`src/sv/lsfbr_pkg.sv`:
```
// Shared types, register indexes and status codes of the line-scan feature and barcode reader.
`timescale 1ns / 1ps

package lsfbr_pkg;

    localparam int IMAGE_MAX_DEF = 128;
    localparam int MAX_RUNS_DEF  = 32;
    localparam int CODE_BITS_DEF = 8;
    localparam int QUEUE_DEPTH   = 2;

    // Fixed widths of the line record, sized for the largest parameter values.
    localparam int REC_LEN_W   = 7;
    localparam int REC_SUM_W   = 9;
    localparam int REC_WIDTH_W = 8;
    localparam int REC_LANES   = 8;

    localparam int ADDR_W = 5;

    localparam logic [2:0] REG_THRESHOLD     = 3'd0;
    localparam logic [2:0] REG_COARSENESS    = 3'd1;
    localparam logic [2:0] REG_KEEP_ABOVE    = 3'd2;
    localparam logic [2:0] REG_KEEP_BELOW    = 3'd3;
    localparam logic [2:0] REG_FEATURE_LIMIT = 3'd4;
    localparam logic [2:0] REG_SKIP_COUNT    = 3'd5;
    localparam logic [2:0] REG_NEEDED_BITS   = 3'd6;

    localparam logic [1:0] CODE_OK      = 2'd0;
    localparam logic [1:0] CODE_NO_RUNS = 2'd1;
    localparam logic [1:0] CODE_TOO_FEW = 2'd2;

    typedef struct packed {
        logic [7:0] pixel;
        logic       line_end;
    } t_pixel_item;

    typedef struct packed {
        logic [5:0] run_count;
        logic       line_status;
        logic [7:0] line_centre;
        logic [1:0] code_status;
        logic [7:0] code_byte;
    } t_result;

    typedef struct packed {
        logic [7:0] threshold;
        logic [7:0] coarseness;
        logic [7:0] keep_above;
        logic [7:0] keep_below;
        logic [5:0] feature_limit;
        logic [5:0] skip_count;
        logic [7:0] needed_bits;
    } t_cfg;

    typedef struct packed {
        logic [5:0]                                 run_count;
        logic                                       line_status;
        logic [7:0]                                 line_centre;
        logic [1:0]                                 code_status;
        logic [REC_LEN_W-1:0]                       len;
        logic [REC_SUM_W-1:0]                       sum;
        logic [REC_LANES-1:0][REC_WIDTH_W-1:0]      widths;
    } t_line_rec;

endpackage

```
`src/sv/line_scan_feature_barcode_reader.sv`:
```
// Top level of the line-scan feature and barcode reader: register port, front, queue, back.
`timescale 1ns / 1ps
//
// Usage:
//   Pixel channel: drive i_pixel_item and raise push; an item is taken at a clock
//   edge with push high and full low. Set line_end on the last pixel of a line.
//   Result channel: one result per line. While empty is low the oldest result
//   sits on o_result; raise pop to take it.
//   Register port: APB-style, pready tied high, register i at byte address 4*i.
//   Write registers only while no line is in progress and no result is pending.
// Timing:
//   One pixel per cycle while full is low; the per-pixel update in the front part
//   is a pair of threshold compares and small counters, computed combinationally.
//   A line's record enters the record queue as its line_end pixel is taken, then
//   moves into the output register (the code-bit multipliers) once that is free.
// Reset:
//   Registers return to their defaults, line state clears, queue and output
//   empty. No clearing pass: the block takes pixels right after reset.
// Stall:
//   A stalled receiver holds the output register; up to two more line records
//   wait in the queue, after which full rises and pixels hold off.

module line_scan_feature_barcode_reader #(
    parameter int IMAGE_MAX = lsfbr_pkg::IMAGE_MAX_DEF,
    parameter int MAX_RUNS  = lsfbr_pkg::MAX_RUNS_DEF,
    parameter int CODE_BITS = lsfbr_pkg::CODE_BITS_DEF
) (
    input  logic                             i_clk,
    input  logic                             i_rst_n,
    // pixel channel
    input  logic                             push,
    output logic                             full,
    input  lsfbr_pkg::t_pixel_item           i_pixel_item,
    // result channel
    output logic                             empty,
    input  logic                             pop,
    output lsfbr_pkg::t_result               o_result,
    // register port
    input  logic                             psel,
    input  logic                             penable,
    input  logic                             pwrite,
    input  logic [lsfbr_pkg::ADDR_W-1:0]     paddr,
    input  logic [31:0]                      pwdata,
    output logic [31:0]                      prdata,
    output logic                             pready
);

    lsfbr_pkg::t_cfg      r_cfg;
    lsfbr_pkg::t_line_rec front_rec, queue_rec;
    logic                 take, rec_push, q_full, q_empty, rec_pop;
    logic                 cfg_write;
    logic [2:0]           reg_index;

    assign pready    = 1'b1;
    assign reg_index = paddr[4:2];
    assign cfg_write = psel && penable && pwrite && pready;

    // Register file: hold values between writes, ignore addresses past the list.
    always_ff @(posedge i_clk) begin
        if (!i_rst_n) begin
            r_cfg.threshold     <= 8'd128;
            r_cfg.coarseness    <= 8'd0;
            r_cfg.keep_above    <= 8'd0;
            r_cfg.keep_below    <= 8'd255;
            r_cfg.feature_limit <= 6'd32;
            r_cfg.skip_count    <= 6'd0;
            r_cfg.needed_bits   <= 8'd8;
        end else if (cfg_write) begin
            case (reg_index)
                lsfbr_pkg::REG_THRESHOLD:     r_cfg.threshold     <= pwdata[7:0];
                lsfbr_pkg::REG_COARSENESS:    r_cfg.coarseness    <= pwdata[7:0];
                lsfbr_pkg::REG_KEEP_ABOVE:    r_cfg.keep_above    <= pwdata[7:0];
                lsfbr_pkg::REG_KEEP_BELOW:    r_cfg.keep_below    <= pwdata[7:0];
                lsfbr_pkg::REG_FEATURE_LIMIT: r_cfg.feature_limit <= pwdata[5:0];
                lsfbr_pkg::REG_SKIP_COUNT:    r_cfg.skip_count    <= pwdata[5:0];
                lsfbr_pkg::REG_NEEDED_BITS:   r_cfg.needed_bits   <= pwdata[7:0];
                default: begin
                end
            endcase
        end
    end

    // Read back: zero-extend each register to the bus.
    always_comb begin
        case (reg_index)
            lsfbr_pkg::REG_THRESHOLD:     prdata = 32'(r_cfg.threshold);
            lsfbr_pkg::REG_COARSENESS:    prdata = 32'(r_cfg.coarseness);
            lsfbr_pkg::REG_KEEP_ABOVE:    prdata = 32'(r_cfg.keep_above);
            lsfbr_pkg::REG_KEEP_BELOW:    prdata = 32'(r_cfg.keep_below);
            lsfbr_pkg::REG_FEATURE_LIMIT: prdata = 32'(r_cfg.feature_limit);
            lsfbr_pkg::REG_SKIP_COUNT:    prdata = 32'(r_cfg.skip_count);
            lsfbr_pkg::REG_NEEDED_BITS:   prdata = 32'(r_cfg.needed_bits);
            default:                      prdata = 32'd0;
        endcase
    end

    // Hold pixels off only when no room is left for another line record.
    assign full = q_full;
    assign take = push && !full;

    lsfbr_front #(
        .IMAGE_MAX (IMAGE_MAX),
        .MAX_RUNS  (MAX_RUNS),
        .CODE_BITS (CODE_BITS)
    ) u_front (
        .i_clk      (i_clk),
        .i_rst_n    (i_rst_n),
        .i_cfg      (r_cfg),
        .i_take     (take),
        .i_item     (i_pixel_item),
        .o_rec_push (rec_push),
        .o_rec      (front_rec)
    );

    lsfbr_queue #(
        .DEPTH (lsfbr_pkg::QUEUE_DEPTH)
    ) u_queue (
        .i_clk   (i_clk),
        .i_rst_n (i_rst_n),
        .i_push  (rec_push),
        .i_data  (front_rec),
        .o_full  (q_full),
        .i_pop   (rec_pop),
        .o_data  (queue_rec),
        .o_empty (q_empty)
    );

    lsfbr_back #(
        .CODE_BITS (CODE_BITS)
    ) u_back (
        .i_clk       (i_clk),
        .i_rst_n     (i_rst_n),
        .i_rec       (queue_rec),
        .i_rec_valid (!q_empty),
        .o_rec_pop   (rec_pop),
        .o_result    (o_result),
        .o_empty     (empty),
        .i_pop       (pop)
    );

    // A line end always lands a record in the queue.
    a_line_end_queued: assert property (@(posedge i_clk) disable iff (!i_rst_n)
        (take && i_pixel_item.line_end) |=> !q_empty)
        else $error("line end accepted but queue stayed empty");

    // An idle output register picks up a waiting record at the next edge.
    a_back_drains: assert property (@(posedge i_clk) disable iff (!i_rst_n)
        (empty && !q_empty) |=> !empty)
        else $error("waiting record not moved to the output");

    // Code bits only accompany a valid code.
    a_byte_needs_ok: assert property (@(posedge i_clk) disable iff (!i_rst_n)
        (!empty && o_result.code_byte != 8'd0) |-> (o_result.code_status == lsfbr_pkg::CODE_OK))
        else $error("code byte set without a valid code");

    // No runs means centre invalid and no code.
    a_no_runs: assert property (@(posedge i_clk) disable iff (!i_rst_n)
        (!empty && o_result.run_count == 6'd0) |->
        (o_result.line_status && o_result.code_status == lsfbr_pkg::CODE_NO_RUNS))
        else $error("empty line reported with runs");

endmodule

```
`src/sv/lsfbr_front.sv`:
```
// Front part: per-pixel run segmentation and line record assembly.
`timescale 1ns / 1ps

module lsfbr_front #(
    parameter int IMAGE_MAX = lsfbr_pkg::IMAGE_MAX_DEF,
    parameter int MAX_RUNS  = lsfbr_pkg::MAX_RUNS_DEF,
    parameter int CODE_BITS = lsfbr_pkg::CODE_BITS_DEF
) (
    input  logic                   i_clk,
    input  logic                   i_rst_n,
    input  lsfbr_pkg::t_cfg        i_cfg,
    input  logic                   i_take,
    input  lsfbr_pkg::t_pixel_item i_item,
    output logic                   o_rec_push,
    output lsfbr_pkg::t_line_rec   o_rec
);

    localparam int POS_W = $clog2(IMAGE_MAX + 1);
    localparam int N_W   = $clog2(IMAGE_MAX);
    localparam int K_W   = $clog2(MAX_RUNS + 1);
    localparam int LIM_W = (K_W > 6) ? K_W : 6;
    localparam int IDX_W = (CODE_BITS > 1) ? $clog2(CODE_BITS) : 1;
    localparam int SUM_W = POS_W;

    logic [POS_W-1:0] r_pos,    n_pos;
    logic             r_light,  n_light;
    logic [N_W-1:0]   r_start,  n_start;
    logic [K_W-1:0]   r_kept,   n_kept;
    logic [7:0]       r_centre, n_centre;
    logic [SUM_W-1:0] r_sum,    n_sum;
    logic [N_W-1:0]   r_widths [CODE_BITS];
    logic [N_W-1:0]   n_widths [CODE_BITS];

    logic [LIM_W-1:0] limit, kept_x, skip_x, idx, nk_x, len_x;
    logic [8:0]       hi;
    logic signed [9:0] lo;
    logic             px_lo, active, keep;
    logic [N_W-1:0]   n_here, w;
    logic [7:0]       w8;
    logic [N_W:0]     centre_sum;

    always_comb begin
        limit = (LIM_W'(i_cfg.feature_limit) > LIM_W'(MAX_RUNS)) ?
                LIM_W'(MAX_RUNS) : LIM_W'(i_cfg.feature_limit);
        kept_x = LIM_W'(r_kept);
        skip_x = LIM_W'(i_cfg.skip_count);
        idx    = kept_x - skip_x;
        hi     = {1'b0, i_cfg.threshold} + {1'b0, i_cfg.coarseness};
        lo     = $signed({2'b00, i_cfg.threshold}) - $signed({2'b00, i_cfg.coarseness});
        px_lo  = $signed({2'b00, i_item.pixel}) < lo;
        active = r_pos < POS_W'(IMAGE_MAX);
        n_here = r_pos[N_W-1:0];
        w      = n_here - r_start;
        w8     = 8'(w);
        keep   = (w8 > i_cfg.keep_above) && (w8 < i_cfg.keep_below);
        centre_sum = (N_W+1)'(r_start) + (N_W+1)'(w >> 1);
    end

    always_comb begin
        n_pos    = r_pos;
        n_light  = r_light;
        n_start  = r_start;
        n_kept   = r_kept;
        n_centre = r_centre;
        n_sum    = r_sum;
        n_widths = r_widths;
        if (i_take && active) begin
            n_pos = r_pos + 1'b1;
            // Once the run limit is reached, freeze segmentation for the line.
            if (kept_x < limit) begin
                if (!r_light) begin
                    if ({1'b0, i_item.pixel} > hi) begin
                        n_light = 1'b1;
                        n_start = n_here;
                    end
                end else if (px_lo) begin
                    n_light = 1'b0;
                    if (keep) begin
                        if (r_kept == '0) begin
                            n_centre = 8'(centre_sum);
                        end
                        if (kept_x >= skip_x) begin
                            n_sum = r_sum + SUM_W'(w);
                            if (idx < LIM_W'(CODE_BITS)) begin
                                n_widths[idx[IDX_W-1:0]] = w;
                            end
                        end
                        n_kept = r_kept + 1'b1;
                    end
                end
            end
        end
    end

    // Line record built from the state after the last pixel.
    always_comb begin
        nk_x  = LIM_W'(n_kept);
        len_x = '0;
        o_rec = '0;
        o_rec.run_count   = 6'(n_kept);
        o_rec.line_status = (n_kept == '0);
        o_rec.line_centre = (n_kept == '0) ? 8'd0 : n_centre;
        if (nk_x <= skip_x) begin
            o_rec.code_status = lsfbr_pkg::CODE_NO_RUNS;
        end else begin
            len_x = nk_x - skip_x;
            if (8'(len_x) < i_cfg.needed_bits) begin
                o_rec.code_status = lsfbr_pkg::CODE_TOO_FEW;
            end else begin
                o_rec.code_status = lsfbr_pkg::CODE_OK;
            end
        end
        o_rec.len = lsfbr_pkg::REC_LEN_W'(len_x);
        o_rec.sum = lsfbr_pkg::REC_SUM_W'(n_sum);
        for (int i = 0; i < CODE_BITS; i++) begin
            o_rec.widths[i] = lsfbr_pkg::REC_WIDTH_W'(n_widths[i]);
        end
    end

    assign o_rec_push = i_take && i_item.line_end;

    always_ff @(posedge i_clk) begin
        if (!i_rst_n) begin
            r_pos    <= '0;
            r_light  <= 1'b0;
            r_start  <= '0;
            r_kept   <= '0;
            r_centre <= '0;
            r_sum    <= '0;
        end else if (i_take && i_item.line_end) begin
            r_pos    <= '0;
            r_light  <= 1'b0;
            r_start  <= '0;
            r_kept   <= '0;
            r_centre <= '0;
            r_sum    <= '0;
        end else begin
            r_pos    <= n_pos;
            r_light  <= n_light;
            r_start  <= n_start;
            r_kept   <= n_kept;
            r_centre <= n_centre;
            r_sum    <= n_sum;
        end
    end

    always_ff @(posedge i_clk) begin
        r_widths <= n_widths;
    end

endmodule

```
`src/sv/lsfbr_queue.sv`:
```
// Short queue of line records between the front and back parts.
`timescale 1ns / 1ps

module lsfbr_queue #(
    parameter int DEPTH = lsfbr_pkg::QUEUE_DEPTH
) (
    input  logic                 i_clk,
    input  logic                 i_rst_n,
    input  logic                 i_push,
    input  lsfbr_pkg::t_line_rec i_data,
    output logic                 o_full,
    input  logic                 i_pop,
    output lsfbr_pkg::t_line_rec o_data,
    output logic                 o_empty
);

    localparam int PTR_W = $clog2(DEPTH);
    localparam int CNT_W = $clog2(DEPTH + 1);

    lsfbr_pkg::t_line_rec r_mem [DEPTH];
    logic [PTR_W-1:0] r_wr_ptr, r_rd_ptr;
    logic [CNT_W-1:0] r_count;
    logic             do_push, do_pop;

    assign o_full  = (r_count == CNT_W'(DEPTH));
    assign o_empty = (r_count == '0);
    assign do_push = i_push && !o_full;
    assign do_pop  = i_pop && !o_empty;
    assign o_data  = r_mem[r_rd_ptr];

    always_ff @(posedge i_clk) begin
        if (!i_rst_n) begin
            r_wr_ptr <= '0;
            r_rd_ptr <= '0;
            r_count  <= '0;
        end else begin
            if (do_push) begin
                r_wr_ptr <= (r_wr_ptr == PTR_W'(DEPTH - 1)) ? '0 : r_wr_ptr + 1'b1;
            end
            if (do_pop) begin
                r_rd_ptr <= (r_rd_ptr == PTR_W'(DEPTH - 1)) ? '0 : r_rd_ptr + 1'b1;
            end
            if (do_push && !do_pop) begin
                r_count <= r_count + 1'b1;
            end else if (do_pop && !do_push) begin
                r_count <= r_count - 1'b1;
            end
        end
    end

    always_ff @(posedge i_clk) begin
        if (do_push) begin
            r_mem[r_wr_ptr] <= i_data;
        end
    end

endmodule

```
`src/sv/lsfbr_back.sv`:
```
// Back part: above-average width test per code bit and the result register.
`timescale 1ns / 1ps

module lsfbr_back #(
    parameter int CODE_BITS = lsfbr_pkg::CODE_BITS_DEF
) (
    input  logic                 i_clk,
    input  logic                 i_rst_n,
    input  lsfbr_pkg::t_line_rec i_rec,
    input  logic                 i_rec_valid,
    output logic                 o_rec_pop,
    output lsfbr_pkg::t_result   o_result,
    output logic                 o_empty,
    input  logic                 i_pop
);

    localparam int PROD_W = lsfbr_pkg::REC_WIDTH_W + lsfbr_pkg::REC_LEN_W;

    logic               r_valid;
    lsfbr_pkg::t_result r_result;
    lsfbr_pkg::t_result n_result;
    logic [PROD_W-1:0]  lane_prod [lsfbr_pkg::REC_LANES];
    logic               load;

    // One narrow multiplier per code bit: width * count > sum.
    always_comb begin
        n_result             = '0;
        n_result.run_count   = i_rec.run_count;
        n_result.line_status = i_rec.line_status;
        n_result.line_centre = i_rec.line_centre;
        n_result.code_status = i_rec.code_status;
        for (int i = 0; i < lsfbr_pkg::REC_LANES; i++) begin
            lane_prod[i] = PROD_W'(i_rec.widths[i]) * PROD_W'(i_rec.len);
        end
        for (int i = 0; i < CODE_BITS; i++) begin
            n_result.code_byte[i] = (i_rec.code_status == lsfbr_pkg::CODE_OK) &&
                                    (lsfbr_pkg::REC_LEN_W'(i) < i_rec.len) &&
                                    (lane_prod[i] > PROD_W'(i_rec.sum));
        end
    end

    assign load      = i_rec_valid && (!r_valid || i_pop);
    assign o_rec_pop = load;
    assign o_empty   = !r_valid;
    assign o_result  = r_result;

    always_ff @(posedge i_clk) begin
        if (!i_rst_n) begin
            r_valid <= 1'b0;
        end else if (load) begin
            r_valid <= 1'b1;
        end else if (i_pop) begin
            r_valid <= 1'b0;
        end
    end

    always_ff @(posedge i_clk) begin
        if (load) begin
            r_result <= n_result;
        end
    end

endmodule

```
`config.mk`:
```
export PLATFORM = sky130hd
export DESIGN_NAME = line_scan_feature_barcode_reader
export DESIGN_NICKNAME = d
export VERILOG_FILES = /design/src/sv/lsfbr_pkg.sv /design/src/sv/line_scan_feature_barcode_reader.sv /design/src/sv/lsfbr_front.sv /design/src/sv/lsfbr_queue.sv /design/src/sv/lsfbr_back.sv
export SDC_FILE = /design/constraint.sdc
export NUM_CORES = 1
export LEC_CHECK = 0
export ABC_CLOCK_PERIOD_IN_PS = 9000
export BUFFER_PORTS_ARGS = -buffer_cell sky130_fd_sc_hd__buf_4
export CORE_MARGIN = 2
export CORE_UTILIZATION = 57
export DETAILED_ROUTE_END_ITERATION = 7
export PLACE_DENSITY = 0.74
export SYNTH_ARGS = -nofsm -noshare
export SYNTH_HDL_FRONTEND = slang
export SYNTH_HIERARCHICAL = 1
export SYNTH_SLANG_ARGS = --single-unit
```
`constraint.sdc`:
```
create_clock -name i_clk -period 9 [get_ports i_clk]
set_clock_uncertainty 0.1 [all_clocks]
set_input_delay 2.25 -clock i_clk [delete_from_list [all_inputs] [get_ports i_clk]]
set_output_delay 2.25 -clock i_clk [all_outputs]
set_load 0.005 [all_outputs]
```
==> impl_metrics.csv, run 1 <==
group,metric,value,unit
placement,port-buffer-count,61,
setup_path,cp_slowest_cell,"mux2_2",
synth,synth_seq_area_share,0.290,
timing,max-slew-margin-rel,0.295,
clock_network,ctsHoldBuffers,0,
finish,fin_nets,3944,
placement,place_area,34300,um^2
die,die_y,245,um
synth,synth_most_common_cell,"ha_1",
setup_path,worstSetupStartpointType,"flip-flop",
timing,fmax,140,MHz
finish,syn_to_final_growth,7.32,%
clock_network,cts_sinks,371,
placement,dp_hpwl,54600,um
flow_run,max_cap_viol_count,0,
setup_path,cp.required,9.18,ns
min_path,hold_class,"reg -> reg",
min_path,worstHoldStart,"u_front/r_pos[7]",
clock_network,path_clk_slew,0.06,ns
clock_network,htree_levels,2,
setup_path,cp.arrival,7.33,ns
die,dieArea,60200,um^2
die,pin_count,113,
setup_path,critPathMaxFanout,26,
setup_path,path_common_cell,"fa_1",
synth,ys_warn_count,6,
die,fp.dieW,245,um
synth,synth-seq-cells,371,
global_route,gr-total-overflow,0,
die,rows,88,
clock_network,cts-resized-gates,0,
die,start_util,0.576,
routing,drt_iter0_drc,1589,
finish,drive_gt1_frac,0.108,
global_route,track_usage,0.254,
global_route,antenna_found_initial,1,
routing,wl_per_cell,18.8,um
setup_path,critical_path.cell_chain,"mux2_2 > buf_4 > nand2_1 > fa_1 > fa_1 > inv_1 > fa_1 > inv_1 > fa_1 > inv_1 > ha_1 > o21a_1 > o31a_1 > a21oi_1 > ha_1 > a2111oi_0 > o21ai_0 > a221oi_1 > o211ai_1 > a2111oi_0 > a31oi_1",
setup_path,crit_family,"adder cells",
routing,ant_nets,0,
routing,drc,0,
setup_path,slowest_delay,0.65,ns
outcome,run_status,"finished, final reports clean",
global_route,grt_pass1_wl,122000,um
min_path,holdPathStages,2,
clock_network,clk_latency,0.56,ns
setup_path,r2r_slack,1.85,ns
clock_network,cts_buffer_depth,3,
synth,synth_ff_type,"edfxtp_1",
clock_network,numCtsBuffers,43,
clock_network,cts_root_buf,"clkbuf_16",
routing,routed_wirelength,75600,um
finish,antenna_cells,0,
timing,finalSetupTns,0,ns
synth,async_flop_share,0,
synth,synthCells,3190,
finish,design_area,35600,um^2
clock_network,tritoncts,"done",
routing,routed-via-count,23181,
setup_path,worstPathBufferInverterCount,4,
setup_path,crit_type,"reg -> reg",
timing,rsz0062_at_grt,"no",
setup_path,reg2reg_to,"u_back/o_result[7]",
placement,place_congestion,0.905,
synth,synth-edff-count,219,
global_route,grt_start_max_net_pins,73,
routing,dr.pass1.iters,5,
synth,syn_area_per_cell,10.4,um^2
synth,synthTopCellsByCount,"ha_1, and2_1, inv_1",
die,core,57600,um^2
timing,setup_violations,0,
min_path,whs_endpoint,"u_front/r_pos[7]",
timing,final_max_slew_viol_count,0,
timing,post-route-period-util,0.794,
synth,yosysTopAreaCellShare,0.198,
routing,avgViaCountPerCell,5.76,
synth,ys_types,87,
timing,period_needed,7.15,ns
timing,hold_violations,0,
setup_path,r2r_cells,21,
timing,tightest_slew,1.06,ns
global_route,first_global_vias,24317,
synth,synthesis.area,33200,um^2
clock_network,post-cts-setup-buffers,0,
synth,netlist_top_cells_area,"edfxtp_1, ha_1, fa_1",
setup_path,end_kind,"flip-flop",
synth,yosysTopAreaCell,"edfxtp_1",
[placed cells by master (no fill, tap or decap), types with 7 or more instances in the layout]
cell / n
clkbuf_8: 7
and3_1: 8
or3_1: 8
o311ai_0: 9
a211o_1: 7
a21boi_0: 9
a21o_1: 32
xnor2_1: 85
edfxtp_1: 219
clkbuf_1: 14
o21ai_0: 110
a211oi_1: 18
and2_1: 367
a31oi_1: 12
dfxtp_1: 151
o211ai_1: 9
nand4_1: 17
mux2_2: 132
nor2_1: 127
a21oi_1: 117
clkbuf_16: 44
o31a_1: 8
mux2_4: 30
xor2_1: 23
nand2b_1: 18
buf_4: 89
o21a_1: 35
nand3_1: 20
o21bai_1: 11
ha_1: 425
nand2_1: 222
conb_1: 35
fa_1: 239
nor3_1: 29
nand3b_1: 10
nor2b_1: 39
mux2i_1: 63
inv_1: 319
[state kept, by name (all words and copies together), names as in the netlist, 7 cells and up, named ones only]
name and count:
r_cfg 52, u_back/o_result 25, u_front/r_centre 8, u_front/r_pos 8, u_front/r_start 7, u_front/r_sum 8
u_front/r_widths 56, u_queue/r_mem 194
[layout make-up]
type	count	area (um^2)
fill	4599	22000
clock inverter	14	110
clock buffer	65	1250
inverter	322	1210
multi-input combinational	2400	21800
sequential	371	9620
tap	765	957
timing repair buffer	89	668
[worst reg2reg max path: cells and delay by family (launching register included)]
family | cells | cell delay, ns
AO/OA/AOI/OAI | 9 | 2.14
multiplexers | 1 | 0.66
adder cells (fa/ha/maj) | 6 | 2.66
flip-flops | 1 | 0.58
AND/OR/NAND/NOR | 1 | 0.17
buffers and inverters | 4 | 0.57
[kinds of logic (layout without fill, tap and decap cells)]
kind of cell               count (synthesis)  after routing  share of synthesized area
muxes                                    234            234                     0.0821
other                                      3             35                   0.000339
adders and majority gates                664            664                      0.304
DFF                                      371            371                      0.290
AOI/OAI and AO/OA                        448            448                     0.0878
xor gates and xnor gates                 108            108                     0.0285
buffers and inverters                    451            490                     0.0575
and+or+nand+nor                          911            911                      0.150
[how the worst max path moves through the flow]
stage | slack [ns] | startpoint | cells past startpoint | end
after floorplan | 1.99 | push | 5 | u_queue/r_mem[0][0]
after detailed placement | 1.89 | push | 18 | u_queue/r_mem[0][81]
after CTS | 1.94 | flip-flop | 21 | u_back/o_result[7]
after global placement | 1.91 | push | 18 | u_queue/r_mem[0][81]
final | 1.85 | flip-flop | 21 | u_back/o_result[7]
after global routing | 1.51 | flip-flop | 23 | u_back/o_result[3]
[metal layers]
metal,track usage,vias up,wire length [um]
met5,0,-,0
met4,0.0938,0,2670
met3,0.0249,159,3170
met2,0.452,559,37500
met1,0.319,11511,32300
li1,-,10952,-
[stage by stage]
step,instances,setup WS [ns],utilization,hold slack [ns]
6_report,4026,1.85,0.619,0.380
5_1_grt,4026,1.51,0.619,0.398
4_1_cts,4026,1.94,0.619,0.374
3_5_place_dp,3947,1.89,0.595,0.360
3_3_place_gp,3947,1.91,0.595,0.351
2_1_floorplan,3222,1.99,-,0.337
Power of run 1 is left out: the tool's default activity adds up to more than one toggle a clock period on the data nets, which glitch-free logic cannot reach.
==> inputs of run 2 (changes only) <==
--- a/config.mk
+++ b/config.mk
@@ -5,7 +5,8 @@
 export SDC_FILE = /design/constraint.sdc
 export NUM_CORES = 1
 export LEC_CHECK = 0
-export ABC_CLOCK_PERIOD_IN_PS = 9000
+export ABC_AREA = 1
+export ABC_CLOCK_PERIOD_IN_PS = 6800
 export BUFFER_PORTS_ARGS = -buffer_cell sky130_fd_sc_hd__buf_4
 export CORE_MARGIN = 2
 export CORE_UTILIZATION = 57
==> constraint.sdc (replaced) <==
create_clock -name i_clk -period 6.8 [get_ports i_clk]
set_clock_uncertainty 0.1 [all_clocks]
set_input_delay 1.7 -clock i_clk [delete_from_list [all_inputs] [get_ports i_clk]]
set_output_delay 1.7 -clock i_clk [all_outputs]
set_load 0.005 [all_outputs]
==> impl_metrics.csv, run 2 <==
group,metric,value,unit
finish,largest_reg_flops,194,
clock_network,htree_levels,2,
global_route,grtUsageMet3,0.0234,
finish,fin_nets,5363,
die,fp.dieW,255,um
routing,drt_iter0_drc,1977,
synth,async_flop_share,0,
finish,final_cell_mix,"nand2_1, inv_1, ha_1",
finish,reg.largest.list,"u_queue/r_mem (194), u_front/r_widths (56), r_cfg (52)",
synth,synth_ff_type,"edfxtp_1",
synth,yosysTopAreaCellShare,0.183,
min_path,hold_class,"reg -> reg",
global_route,grt_util_met2,0.456,
min_path,holdPathStages,2,
global_route,grt_start_max_net_pins,68,
die,core,62700,um^2
clock_network,tritoncts,"done",
synth,synth_most_common_cell,"nand2_1",
setup_path,cp_slowest_cell,"ha_1",
synth,ys_types,52,
clock_network,clk_latency,0.57,ns
clock_network,numCtsBuffers,41,
setup_path,crit_type,"reg -> reg",
synth,ys_warn_count,6,
clock_network,ctsHoldBuffers,0,
routing,routed_wirelength,82900,um
die,dieArea,65100,um^2
synth,synthesis.area,36000,um^2
routing,routed-via-count,28283,
finish,syn_to_final_growth,7.28,%
flow_run,max_cap_viol_count,0,
global_route,grt-busiest-layer,"met2",
clock_network,cts-resized-gates,0,
placement,port-buffer-count,61,
min_path,whs_endpoint,"u_front/r_centre[3]",
clock_network,path_clk_slew,0.06,ns
setup_path,slowest_delay,0.41,ns
finish,layout_commonest_cell,"nand2_1",
outcome,run_status,"finished, final reports clean",
global_route,met1_usage,0.341,
timing,max-slew-margin-rel,0.300,
die,rows,92,
finish,antenna_cells,0,
finish,drive_gt1_frac,0.0735,
routing,ant_nets,0,
routing,drc,0,
routing,wl_per_cell,15.0,um
synth,synth-edff-count,219,
timing,hold_violations,0,
synth,synthTopCellsByCount,"nand2_1, inv_1, ha_1",
setup_path,worstSetupStartpointType,"flip-flop",
placement,dp_hpwl,61000,um
clock_network,cts_sinks,371,
global_route,gr-total-overflow,0,
die,die_y,255,um
routing,dr.pass1.iters,5,
routing,avgViaCountPerCell,5.12,
clock_network,cts_buffer_depth,3,
global_route,first_global_vias,27469,
timing,post-route-period-util,0.901,
synth,syn_area_per_cell,7.80,um^2
timing,rsz0062_at_grt,"no",
global_route,track_usage,0.260,
clock_network,cts_root_buf,"clkbuf_16",
setup_path,end_kind,"flip-flop",
synth,synthCells,4607,
setup_path,r2r_slack,0.67,ns
global_route,antenna_found_initial,0,
timing,finalSetupTns,0,ns
timing,setup_violations,0,
timing,hold_slack,0.380,ns
clock_network,post-cts-setup-buffers,0,
timing,fmax,163,MHz
setup_path,critPathMaxFanout,7,
setup_path,reg2reg_to,"u_queue/r_mem[0][81]",
setup_path,cp.required,6.98,ns
timing,final_max_slew_viol_count,0,
timing,tightest_slew,1.05,ns
synth,yosysTopAreaCell,"edfxtp_1",
synth,synth_seq_area_share,0.268,
die,start_util,0.573,
placement,place_congestion,0.924,
setup_path,cp.arrival,6.31,ns
synth,synth-seq-cells,371,
synth,netlist_top_cells_area,"edfxtp_1, ha_1, nand2_1",
die,pin_count,113,
timing,period_needed,6.13,ns
setup_path,r2r_start,"u_front/r_pos[0]",
min_path,worstHoldStart,"u_front/r_centre[3]",
setup_path,r2r_cells,33,
finish,n_fill_cell,5506,
global_route,grt_pass1_wl,136000,um
finish,regMostFlops,"u_queue/r_mem",
## run 2: cell count changes after synthesis, moves of 40 or more
cell / change
nand2_1: +1055
inv_1: +687
and2_1: -366
nor2_1: +183
nand3_1: +167
mux2_2: -65
mux2i_1: -63
nand4_1: +56
o21ai_0: -53
o21ai_1: +51
xnor2_1: -48
nor2b_1: -40
## run 2: worst max-delay path: cells and delay by family (launching register included)
family | cells | cell delay, ns
fa+ha+maj | 5 | 1.64
compound gates | 9 | 1.31
simple gates | 11 | 1.31
buf+inv | 6 | 0.71
xor+xnor | 2 | 0.47
flops | 1 | 0.32
## run 2: layer usage
| metal | wire length, um | vias up | part of all wire |
|---|---|---|---|
| li1 | - | 14244 | - |
| met3 | 3750 | 127 | 0.045 |
| met1 | 36600 | 13283 | 0.44 |
| met4 | 2280 | 0 | 0.027 |
| met5 | 0 | - | 0 |
| met2 | 40300 | 629 | 0.49 |
## run 2: worst max path at each step
stage | startpoint | endpoint | slack [ns] | cells past startpoint
floorplan | push | u_queue/r_mem[0][0] | 0.01 | 6
global placement | flip-flop | u_back/o_result[1] | 0.76 | 24
detailed placement | flip-flop | u_back/o_result[2] | 0.75 | 22
CTS | flip-flop | u_back/o_result[2] | 0.73 | 22
global route | u_front/r_pos[0] | u_queue/r_mem[1][81] | 0.08 | 34
finish | u_front/r_pos[0] | u_queue/r_mem[0][81] | 0.67 | 33
## run 2: layout make-up
cell class,count,area [um^2],area share
Timing Repair Buffer,95,788,0.0204
Multi-Input combinational cell,3114,21800,0.566
Sequential cell,371,9620,0.249
Inverter,1023,3840,0.0996
Clock inverter,26,268,0.00694
Clock buffer,50,1150,0.0299
Tap cell,846,1060,0.0274
## run 2: logic make-up (layout without fill, tap and decap cells)
kind of cell / count (synthesis) / in the layout / share of synthesized area
xor+xnor: 81 / 81 / 0.0197
other cells: 3 / 35 / 0.000313
fa+ha+maj: 664 / 664 / 0.281
buf+inv: 1154 / 1194 / 0.129
flops: 371 / 371 / 0.268
mux: 97 / 97 / 0.0335
compound gates: 300 / 300 / 0.0447
simple gates: 1937 / 1937 / 0.224
## run 2: per-stage QoR
stage / cells / cell area [um^2] / worst slack, ns / util
2_1_floorplan: 4639 / 36100 / 0.0104 / -
3_3_place_gp: 5449 / 37200 / 0.764 / 0.592
3_5_place_dp: 5449 / 37200 / 0.750 / 0.592
4_1_cts: 5525 / 38600 / 0.735 / 0.615
5_1_grt: 5525 / 38600 / 0.0821 / 0.615
6_report: 5525 / 38600 / 0.671 / 0.615
Power of run 2 is left out for the same reason.
==> inputs of run 3 (changes only) <==
--- a/config.mk
+++ b/config.mk
@@ -5,7 +5,6 @@
 export SDC_FILE = /design/constraint.sdc
 export NUM_CORES = 1
 export LEC_CHECK = 0
-export ABC_AREA = 1
 export ABC_CLOCK_PERIOD_IN_PS = 6800
 export BUFFER_PORTS_ARGS = -buffer_cell sky130_fd_sc_hd__buf_4
 export CORE_MARGIN = 2
==> impl_metrics.csv, run 3 (synthesized netlist as in run 1, its figures left out) <==
group,metric,value,unit
setup_path,slowest_delay,0.54,ns
finish,reg.largest.list,"u_queue/r_mem (194), u_front/r_widths (56), r_cfg (52)",
setup_path,cp_slowest_cell,"fa_1",
placement,place_congestion,0.896,
finish,layout_commonest_cell,"ha_1",
global_route,grt_start_max_net_pins,99,
clock_network,path_clk_slew,0.07,ns
finish,syn_to_final_growth,7.91,%
setup_path,crit_type,"reg -> reg",
setup_path,critPathMaxFanout,33,
timing,post-route-period-util,0.925,
clock_network,numCtsBuffers,41,
min_path,holdPathStages,2,
die,pin_count,113,
min_path,worstHoldStart,"r_cfg[30]",
finish,drive_gt1_frac,0.114,
setup_path,cp.arrival,6.48,ns
die,rows,88,
finish,fin_nets,3957,
routing,avgViaCountPerCell,5.81,
setup_path,reg2reg_to,"u_back/o_result[7]",
die,start_util,0.576,
clock_network,htree_levels,2,
finish,final_cell_mix,"ha_1, and2_1, inv_1",
timing,hold_violations,0,
timing,setup_violations,0,
die,core,57600,um^2
die,die_y,245,um
clock_network,cts_buffer_depth,3,
global_route,grt_pass1_wl,124000,um
timing,period_needed,6.29,ns
setup_path,r2r_cells,22,
clock_network,cts_root_buf,"clkbuf_16",
min_path,whs_endpoint,"r_cfg[30]",
timing,final_max_slew_viol_count,0,
clock_network,cts_sinks,371,
setup_path,critical_path.cell_chain,"buf_12 > mux2_4 > and2_1 > fa_1 > inv_1 > fa_1 > inv_1 > fa_1 > inv_1 > fa_1 > inv_1 > ha_1 > o21a_1 > o31a_1 > a21oi_1 > ha_1 > a2111oi_0 > o21ai_0 > a221oi_1 > o211ai_1 > a2111oi_2 > a31oi_1",
finish,regMostFlops,"u_queue/r_mem",
finish,final_util,0.622,
routing,drc,0,
finish,largest_reg_flops,194,
finish,antenna_cells,0,
clock_network,clk_latency,0.56,ns
timing,finalSetupTns,0,ns
outcome,run_status,"finished, final reports clean",
global_route,track_usage,0.258,
routing,ant_nets,0,
placement,dp_hpwl,56000,um
global_route,gr-total-overflow,0,
setup_path,cp.required,6.99,ns
setup_path,worstSetupStartpointType,"flip-flop",
min_path,hold_class,"reg -> reg",
timing,fmax,159,MHz
setup_path,r2r_slack,0.51,ns
global_route,first_global_vias,24501,
setup_path,end_kind,"flip-flop",
flow_run,max_cap_viol_count,0,
die,fp.dieW,245,um
routing,routed_wirelength,76900,um
timing,max-slew-margin-rel,0.355,
die,dieArea,60200,um^2
setup_path,crit_family,"adder cells",
routing,routed-via-count,23446,
routing,dr.pass1.iters,6,
placement,port-buffer-count,61,
setup_path,worstPathBufferInverterCount,5,
timing,rsz0062_at_grt,"no",
routing,drt_iter0_drc,1384,
clock_network,tritoncts,"done",
timing,tightest_slew,0.966,ns
global_route,antenna_found_initial,1,
routing,wl_per_cell,19.0,um
[run 3: changes by cell type in the layout (fill, tap and decap cells not counted), moves of 39 or more]
cell     change
nand2_1   -1055
inv_1      -687
and2_1     +366
nor2_1     -181
nand3_1    -167
mux2_2      +65
mux2i_1     +63
nand4_1     -56
o21ai_0     +53
o21ai_1     -51
xnor2_1     +48
nor2b_1     +39
[run 3: per-layer routing]
| metal | share of wire | track usage | wire (um) |
|---|---|---|---|
| met5 | 0 | 0 | 0 |
| met4 | 0.034 | 0.0888 | 2620 |
| met3 | 0.053 | 0.0290 | 4060 |
| met2 | 0.50 | 0.461 | 38200 |
| met1 | 0.42 | 0.324 | 32000 |
[run 3: worst reg2reg max path, stage by stage, from the launching register on]
cell and delay [ns]:
dfxtp_4 0.41, buf_12 0.26, mux2_4 0.39, and2_1 0.19
fa_1 0.54, inv_1 0.05, fa_1 0.48, inv_1 0.05
fa_1 0.53, inv_1 0.06, fa_1 0.53, inv_1 0.05
ha_1 0.33, o21a_1 0.14, o31a_1 0.19, a21oi_1 0.06
ha_1 0.21, a2111oi_0 0.40, o21ai_0 0.16, a221oi_1 0.34
o211ai_1 0.17, a2111oi_2 0.25, a31oi_1 0.15
[run 3: worst max path at each step]
stage | start | end | slack [ns] | cells past startpoint
detailed placement | flip-flop | u_back/o_result[7] | 0.28 | 22
CTS | flip-flop | u_back/o_result[7] | 0.27 | 22
finish | flip-flop | u_back/o_result[7] | 0.51 | 22
global route | flip-flop | u_back/o_result[5] | 0.13 | 22
global placement | flip-flop | u_back/o_result[0] | 0.49 | 22
floorplan | push | u_queue/r_mem[0][0] | 0.34 | 5
[run 3: stage by stage]
step | area, um^2 | std cells | setup WS [ns] | hold WS [ns]
after floorplan | 33300 | 3222 | 0.340 | 0.337
after global placement | 34400 | 3959 | 0.489 | 0.352
after detailed placement | 34400 | 3959 | 0.282 | 0.362
after CTS | 35800 | 4035 | 0.272 | 0.378
after global routing | 35800 | 4038 | 0.126 | 0.402
final | 35800 | 4038 | 0.513 | 0.380
[run 3: what timing repair did]
| action | 4_1_cts | 5_1_grt |
|---|---|---|
| hold buffers | 0 | 0 |
| resized for setup | 0 | 2 |
| hold endpoints to repair | 0 | 0 |
| setup endpoints to repair | 0 | 1 |
| setup buffers | 0 | 3 |
[run 3: area by class of cell]
cell class / count / area [um^2]
fill: 4504 / 21800
inverter: 322 / 1210
tap: 765 / 957
clock inverter: 27 / 333
multi-input combinational: 2400 / 21800
timing repair buffer: 104 / 806
clock buffer: 49 / 1080
sequential: 371 / 9620
Power of run 3 is left out for the same reason.
